[src/rtl/wb3_pkg.sv]
`timescale 1ns / 1ps
// Shared types and constants of the weighted 3x3 blur.
// No dependencies.
package wb3_pkg;

  typedef enum logic [2:0] {
    ST_IDLE,
    ST_READ,
    ST_SUM,
    ST_DIV,
    ST_OUT
  } state_t;

  localparam int CENTER_MUL = 5;
  localparam int AMT_BASE   = 11;
  localparam int AMT_MAX    = 10;
  localparam int CHAN_MAX   = 255;

  // Weighted sum is at most 255 * 58, divisor at most 58.
  localparam int NUM_W = 14;
  localparam int DEN_W = 6;

  localparam logic [1:0] REG_AMOUNT = 2'd0;
  localparam logic [1:0] REG_WIDTH  = 2'd1;
  localparam logic [1:0] REG_HEIGHT = 2'd2;

  typedef logic [NUM_W-1:0] num_t;

endpackage

[src/rtl/wb3_div.sv]
`timescale 1ns / 1ps
// Three-lane restoring divider, one quotient bit per cycle per lane.
// Depends on wb3_pkg.
module wb3_div (
  input  logic                        clk,
  input  logic                        rst,
  input  logic                        start,
  input  wb3_pkg::num_t               numer [3],
  input  logic [wb3_pkg::DEN_W-1:0]   den,
  output logic                        done,
  output wb3_pkg::num_t               quot [3]
);

  localparam int CNT_W = $clog2(wb3_pkg::NUM_W + 1);

  wb3_pkg::num_t             q      [3];
  wb3_pkg::num_t             q_next [3];
  logic [wb3_pkg::DEN_W-1:0] r      [3];
  logic [wb3_pkg::DEN_W-1:0] r_next [3];
  logic [wb3_pkg::DEN_W-1:0] d;
  logic [CNT_W-1:0]          cnt;

  always_comb begin
    logic [wb3_pkg::DEN_W:0] t;
    for (int c = 0; c < 3; c++) begin
      t = {r[c], q[c][wb3_pkg::NUM_W-1]};
      if (t >= {1'b0, d}) begin
        r_next[c] = wb3_pkg::DEN_W'(t - {1'b0, d});
        q_next[c] = {q[c][wb3_pkg::NUM_W-2:0], 1'b1};
      end else begin
        r_next[c] = wb3_pkg::DEN_W'(t);
        q_next[c] = {q[c][wb3_pkg::NUM_W-2:0], 1'b0};
      end
    end
  end

  always_ff @(posedge clk) begin
    if (rst) begin
      cnt  <= '0;
      done <= 1'b0;
    end else begin
      done <= 1'b0;
      if (start) begin
        cnt <= CNT_W'(wb3_pkg::NUM_W);
      end else if (cnt != '0) begin
        cnt <= cnt - 1'b1;
        if (cnt == CNT_W'(1)) begin
          done <= 1'b1;
        end
      end
    end
  end

  always_ff @(posedge clk) begin
    if (start) begin
      d <= den;
      for (int c = 0; c < 3; c++) begin
        q[c] <= numer[c];
        r[c] <= '0;
      end
    end else if (cnt != '0) begin
      for (int c = 0; c < 3; c++) begin
        q[c] <= q_next[c];
        r[c] <= r_next[c];
      end
    end
  end

  assign quot = q;

endmodule

[config.mk]
export PLATFORM = sky130hd
export DESIGN_NAME = wb3_div
export DESIGN_NICKNAME = d
export VERILOG_FILES = /design/src/rtl/wb3_pkg.sv /design/src/rtl/wb3_div.sv
export SDC_FILE = /design/constraint.sdc
export NUM_CORES = 1
export LEC_CHECK = 0
export BUFFER_PORTS_ARGS = -buffer_cell sky130_fd_sc_hd__buf_2
export CAP_MARGIN = 20
export CORE_MARGIN = 2
export CORE_UTILIZATION = 50
export DETAILED_ROUTE_END_ITERATION = 10
export GPL_TIMING_DRIVEN = 0
export PLACE_DENSITY = 0.79
export SYNTH_ARGS = -nofsm -noshare
export SYNTH_HDL_FRONTEND = slang
export SYNTH_SLANG_ARGS = --single-unit
[constraint.sdc]
create_clock -name clk -period 3.1 [get_ports clk]
set_clock_uncertainty 0.15 [all_clocks]
set_input_delay 0.31 -clock clk [delete_from_list [all_inputs] [get_ports clk]]
set_output_delay 0.31 -clock clk [all_outputs]
set_load 0.01 [all_outputs]
==> flow_summary.json, run 1 <==
{
  "status": "complete, no violations",
  "maxCapViolations": 0,
  "numCtsBuffers": 9,
  "yosysSeqAreaShare": 0.5445,
  "wire_per_inst_um": 15.69,
  "startpoint": "d[1]",
  "portBuffers": 93,
  "grtUsageMet1": 0.2409,
  "critPathMaxFanout": 6,
  "power_density_nw_per_um2": 739.6,
  "nNetsFinal": 461,
  "tightest_slew_ps": 834.2,
  "period_needed_ps": 2301,
  "worst-r2r-cell-count": 7,
  "syn-cell-area_um2": 3824,
  "grt_usage": 0.1948,
  "rsz0062_at_grt": "no",
  "ios": 94,
  "cts_setup_buffers": 0,
  "root_buffer": "clkbuf_8",
  "drive_gt1_frac": 0.4162,
  "insertion_delay_ps": 340,
  "overflow": 0,
  "startpoint_type": "flop",
  "ys_ff_latch": 71,
  "dp_slack_ps": 787.5,
  "holdCritPathClass": "in -> reg",
  "fmax_ghz": 0.4346,
  "syn_inst": 279,
  "use_met2": 0.3137,
  "vdd_drop_max_mv": 0.4381,
  "cts.sinks": 71,
  "vias": 2649,
  "finalWirelength_um": 7734,
  "die_h_um": 91.45,
  "fin_crit_sh": 0.7422,
  "gp_congestion": 0.7716,
  "rows": 31,
  "syn_to_final_growth_pct": 22.15,
  "dpl_cell_area_um2": 4420,
  "critical_path_class": "reg -> reg",
  "die_area_um2": 8363,
  "avgViaCountPerCell": 5.373,
  "gr-max-usage-layer": "met2",
  "final_common_cell": "buf_2",
  "end_kind": "flop",
  "yosysWarnings": 0,
  "drc": 0,
  "arrival_ps": 2200,
  "cts_tree": "built",
  "fill_cells": 576,
  "syn_area_per_cell_um2": 13.70,
  "htreeDepth": 3,
  "clkTransAtPathRegs_ps": 70,
  "drtIter0Drc": 109,
  "yosysUniqueCellTypes": 38,
  "grt_pass1_vias": 2766,
  "setup_slack_ps": 799.2,
  "ys_dominant_reg_cell": "edfxtp_1",
  "ant_nets": 0,
  "dp_hpwl_um": 5570,
  "fin_area_um2": 4671,
  "slew_headroom": 0.4419,
  "async_flop_share": 0,
  "grt_pass1_wl_um": 12840,
  "die_w_um": 91.45,
  "dr.pass1.iters": 4,
  "r2r-start": "d[1]",
  "endpoint": "r[0][5]",
  "grt_use_met3": 0.07635,
  "grt_max_degree": 61,
  "p_leak_nw": 1.987,
  "antenna_cells": 0,
  "synth-edff-count": 66,
  "slew_viol_final": 0,
  "rrSetupSlack_ps": 800,
  "grt_antenna_before_repair": 0,
  "reg2reg_to": "r[0][5]",
  "cts_buffer_depth": 2,
  "initial_core_util": 0.5216,
  "final-hold-violation-count": 0,
  "syn_nets": 351,
  "cts_resized": 0,
  "required_ps": 3000,
  "mostFrequentLayoutCells": "97 x buf_2, 66 x edfxtp_1, 42 x mux2_2",
  "coreArea_um2": 7331,
  "setup_viol": 0,
  "finalHoldWorstSlack_ps": 51.34
}
==> worst max-delay path: stages (launching register included) <==
cell and delay [ps]:
edfxtp_1 370, inv_1 270, ha_1 300, nor2b_1 150
o31a_1 280, and3b_1 170, o31ai_1 230, a21oi_1 100
==> Yosys cell counts (2+ instances only) <==
master / count / share of area
a211oi_1: 5 / 0.0098
a211oi_4: 3 / 0.016
a21o_1: 9 / 0.018
a21oi_1: 13 / 0.017
a31oi_1: 5 / 0.0082
and3b_1: 2 / 0.0046
buf_2: 4 / 0.0052
clkbuf_1: 2 / 0.0020
dfxtp_1: 5 / 0.026
edfxtp_1: 66 / 0.52
fa_1: 3 / 0.016
ha_1: 18 / 0.059
inv_1: 15 / 0.015
mux2_2: 42 / 0.12
mux2i_1: 10 / 0.026
nand2_1: 3 / 0.0029
nand2b_1: 5 / 0.0082
nand3_1: 3 / 0.0039
nor2_1: 20 / 0.020
nor2b_1: 4 / 0.0065
nor3b_1: 3 / 0.0059
o211ai_1: 4 / 0.0079
o21a_1: 3 / 0.0059
o21ai_0: 8 / 0.010
o21ai_4: 3 / 0.013
o31a_1: 3 / 0.0069
o31ai_1: 2 / 0.0039
xnor2_1: 6 / 0.014
==> worst min-delay path by stage <==
| stage | cells after the start | startpoint | end |
|---|---|---|---|
| 2_1_floorplan | 1 | rst | cnt[1] |
| 3_3_place_gp | 1 | den[0] | d[0] |
| 3_5_place_dp | 1 | den[3] | d[3] |
| 4_1_cts | 2 | rst | cnt[2] |
| 5_1_grt | 2 | rst | cnt[2] |
| 6_report | 2 | rst | cnt[2] |
==> cell families after synthesis <==
kind of cell,after synthesis,share of synthesized area
and+or+nand+nor,45,0.06054
DFF,71,0.5445
muxes,53,0.1538
xor gates and xnor gates,6,0.01374
buffers and inverters,22,0.02487
AOI/OAI and AO/OA,61,0.1279
adders and majority gates,21,0.07461
==> routing by layer <==
layer | vias to the layer above | wire [um]
met1 | 1245 | 3261
met3 | 18 | 607
met4 | 0 | 170
met2 | 96 | 3694
li1 | 1290 | -
met5 | - | 0
==> power breakdown <==
group	switching (mW)	leakage, nW	internal (mW)	total (mW)
combinational	0.697	1.16	0.612	1.31
sequential	0.120	0.742	1.30	1.42
clock	0.353	0.0895	0.372	0.725
total	1.17	1.99	2.28	3.45
==> metrics by stage <==
step / std cells / setup TNS [ps] / power, mW / utilization
global route: 493 / 0 / 3.675 / 0.6371
CTS: 493 / 0 / 3.470 / 0.6371
finish: 493 / 0 / 3.454 / 0.6371
detailed placement: 471 / 0 / 2.731 / 0.6030
global placement: 471 / -20150 / 2.675 / 0.6020
floorplan: 279 / 0 / 2.402 / -
==> flip-flops by register name, indices dropped and copies added (netlist names) <==
register / flops
quot: 42
d: 6
cnt: 4
r: 18
done: 1
==> what timing repair did <==
item | 4_1_cts | 5_1_grt
endpoints found under the setup margin | 0 | 0
hold buffers | 6 | 0
hold endpoints to repair | 6 | 0
==> final cells by class <==
type | instances | area [um^2] | share of cell area
sequential | 71 | 2082 | 0.4458
tap | 99 | 123.9 | 0.02652
timing repair buffer | 99 | 525.5 | 0.1125
inverter | 15 | 56.30 | 0.01205
buffer | 7 | 38.79 | 0.008304
clock inverter | 5 | 58.81 | 0.01259
multi-input combinational | 186 | 1654 | 0.3541
clock buffer | 11 | 131.4 | 0.02813
(Power assumes the default switching activity.)
==> run 2, diff against run 1 <==
--- a/config.mk
+++ b/config.mk
@@ -5,10 +5,11 @@
 export SDC_FILE = /design/constraint.sdc
 export NUM_CORES = 1
 export LEC_CHECK = 0
+export ABC_AREA = 1
 export BUFFER_PORTS_ARGS = -buffer_cell sky130_fd_sc_hd__buf_2
 export CAP_MARGIN = 20
 export CORE_MARGIN = 2
-export CORE_UTILIZATION = 50
+export CORE_UTILIZATION = 49
 export DETAILED_ROUTE_END_ITERATION = 10
 export GPL_TIMING_DRIVEN = 0
 export PLACE_DENSITY = 0.79
==> constraint.sdc (replaced) <==
create_clock -name clk -period 2.1 [get_ports clk]
set_clock_uncertainty 0.15 [all_clocks]
set_input_delay 0.21 -clock clk [delete_from_list [all_inputs] [get_ports clk]]
set_output_delay 0.21 -clock clk [all_outputs]
set_load 0.01 [all_outputs]
==> run 2 against run 1 <==
  * Combinational power is 120% higher
  * Core utilization rose by 3.7 points
  * Hold slack worse by 47 ps
  * Die area up 11%
  * Critical path depth increased by 2
  * Synthesized area grew 9.0%
  * Non-clock buffer count grew 47
  * Sequential share of layout area is 7.0 points lower
  * Cell area is 19% higher
  * Total power increased by 84%
  * Via count up 44%
  * First-iteration DRC count rose by 85%
  * Critical endpoint is now r[0][0]
  * Largest power group is now combinational cells
  * Highest routed layer unchanged
==> flow_summary.json, run 2 <==
{
  "status": "complete, no violations",
  "async_flop_share": 0,
  "end_kind": "flop",
  "overflow": 0,
  "critPathMaxFanout": 7,
  "grt_pass1_vias": 3924,
  "required_ps": 2070,
  "holdCritStartpoint": "numer[11]",
  "rows": 33,
  "yosysUniqueCellTypes": 33,
  "syn_nets": 547,
  "min_to": "quot[11]",
  "cts.sinks": 71,
  "rsz0062_at_grt": "yes",
  "slew_viol_final": 0,
  "tightest_slew_ps": 518.0,
  "die_area_um2": 9256,
  "dr.pass1.iters": 5,
  "power_density_nw_per_um2": 1149,
  "startpoint_type": "flop",
  "cts_tree": "built",
  "syn_to_final_growth_pct": 32.88,
  "ys_ff_latch": 71,
  "worst-r2r-cell-count": 9,
  "critical_path_class": "reg -> reg",
  "finalWirelength_um": 10990,
  "vias": 3802,
  "netlist_top_cells_count": "196 x nand2_1, 66 x edfxtp_1, 39 x inv_1",
  "grt_use_met3": 0.07126,
  "synth.most_common_cell": "nand2_1",
  "post-route-util": 0.6738,
  "drc": 0,
  "nNetsFinal": 701,
  "largest_reg_flops": 42,
  "dpl_cell_area_um2": 4786,
  "drive_gt1_frac": 0.2729,
  "slew_headroom": 0.6546,
  "r2r-start": "d[1]",
  "synthXorXnorAreaFrac": 0.01682,
  "period_needed_ps": 2010,
  "setup_viol": 0,
  "coreArea_um2": 8217,
  "hold_depth": 3,
  "setup_slack_ps": 89.74,
  "synth_top_family_by_area": "simple AND/OR/NAND/NOR gates",
  "use_met2": 0.4468,
  "htreeDepth": 3,
  "fin_area_um2": 5537,
  "grt_antenna_before_repair": 0,
  "dp_slack_ps": -179.0,
  "cts_buffer_depth": 2,
  "gp_congestion": 0.8456,
  "grt_max_degree": 33,
  "holdCritPathClass": "in -> reg",
  "avgViaCountPerCell": 5.145,
  "insertion_delay_ps": 360,
  "numCtsBuffers": 9,
  "drtIter0Drc": 202,
  "rrSetupSlack_ps": 90,
  "final_common_cell": "nand2_1",
  "yosysSeqAreaShare": 0.4997,
  "initial_core_util": 0.5071,
  "grt_pass1_wl_um": 17890,
  "clkTransAtPathRegs_ps": 90,
  "yosys.area.top_type_share": 0.4757,
  "setup_tns_ps": 0,
  "yosysWarnings": 0,
  "vdd_drop_max_mv": 0.5310,
  "wire_per_inst_um": 14.87,
  "synth-edff-count": 66,
  "die_h_um": 96.21,
  "root_buffer": "clkbuf_8",
  "p_leak_nw": 2.732,
  "syn_area_per_cell_um2": 8.772,
  "reg2reg_to": "r[0][0]",
  "ios": 94,
  "gr-max-usage-layer": "met2",
  "mostFrequentLayoutCells": "195 x nand2_1, 94 x buf_2, 66 x edfxtp_1",
  "antenna_cells": 0,
  "grtUsageMet1": 0.2990,
  "yosysTopAreaCell": "edfxtp_1",
  "synth_mux_area_frac": 0,
  "grt_usage": 0.2554,
  "syn-cell-area_um2": 4166,
  "fin_crit_sh": 0.9573,
  "die_w_um": 96.21,
  "ys_dominant_reg_cell": "edfxtp_1",
  "yosys-top-cells-area": "edfxtp_1 48%, nand2_1 18%, ha_1 5.4%, inv_1 3.5%, nor2_1 3.4%",
  "final-hold-violation-count": 0,
  "synthSimpleGateAreaFrac": 0.3429,
  "portBuffers": 93,
  "maxCapViolations": 0,
  "syn_inst": 475,
  "ant_nets": 0,
  "dp_hpwl_um": 7011,
  "synth_compound_area_frac": 0.01682,
  "synthAdderAreaFrac": 0.06847,
  "fmax_ghz": 0.4974,
  "arrival_ps": 1980
}
run 2: stage by stage:
step	hold WS, ps	std cells	total power [mW]
after CTS	0.03197	735	6.255
after detailed placement	240.3	674	4.918
after global routing	5.403	739	6.844
final	4.082	739	6.362
after global placement	239.2	673	4.809
after floorplan	129.1	475	4.268
run 2: where the power goes:
part	leakage, nW	switching, mW	internal, mW	total, mW
combinational	1.87	1.78	1.14	2.92
sequential	0.754	0.197	1.96	2.16
clock	0.108	0.604	0.683	1.29
total	2.73	2.58	3.78	6.36
run 2: worst max path at each step:
stage,startpoint,to,slack [ps],cells after the start
2_1_floorplan,cnt[1],quot[0],180,4
3_3_place_gp,start,r[0][11],-500,4
3_5_place_dp,start,r[0][11],-180,5
4_1_cts,d[1],quot[0],9,8
5_1_grt,d[4],r[0][17],-30,11
6_report,d[1],r[0][0],90,9
run 2: timing repair:
item | in CTS | in global routing
setup buffers | 0 | 3
hold endpoints to repair | 48 | 1
hold buffers | 45 | 1
gates resized for setup | 0 | 11
setup endpoints to repair | 0 | 53
run 2: layer usage:
layer	routed length, um	vias up
met4	242	0
met3	806	25
met5	0	-
met2	5500	162
li1	-	1836
met1	4439	1779
run 2: cell type report:
cell class,instances,area [um^2]
Fill cell,591,2680
Timing Repair Buffer,143,972.2
Tap cell,105,131.4
Multi-Input combinational cell,349,1889
Buffer,10,61.31
Clock inverter,7,103.9
Sequential cell,71,2082
Inverter,45,172.7
Clock buffer,9,123.9
run 2: cell families after synthesis:
logic type / after synthesis
DFF: 71
xor gates and xnor gates: 8
AOI/OAI and AO/OA: 13
adders and majority gates: 21
and+or+nand+nor: 307
buffers and inverters: 55
run 2: worst max-delay path, stage by stage, from the launching register on:
cell	delay, ps
edfxtp_1	380
clkinvlp_4	200
ha_1	380
nand2_1	60
nand2_1	140
nand2_4	90
nor2_4	140
nor2_8	80
nor2_1	100
nor2_1	60
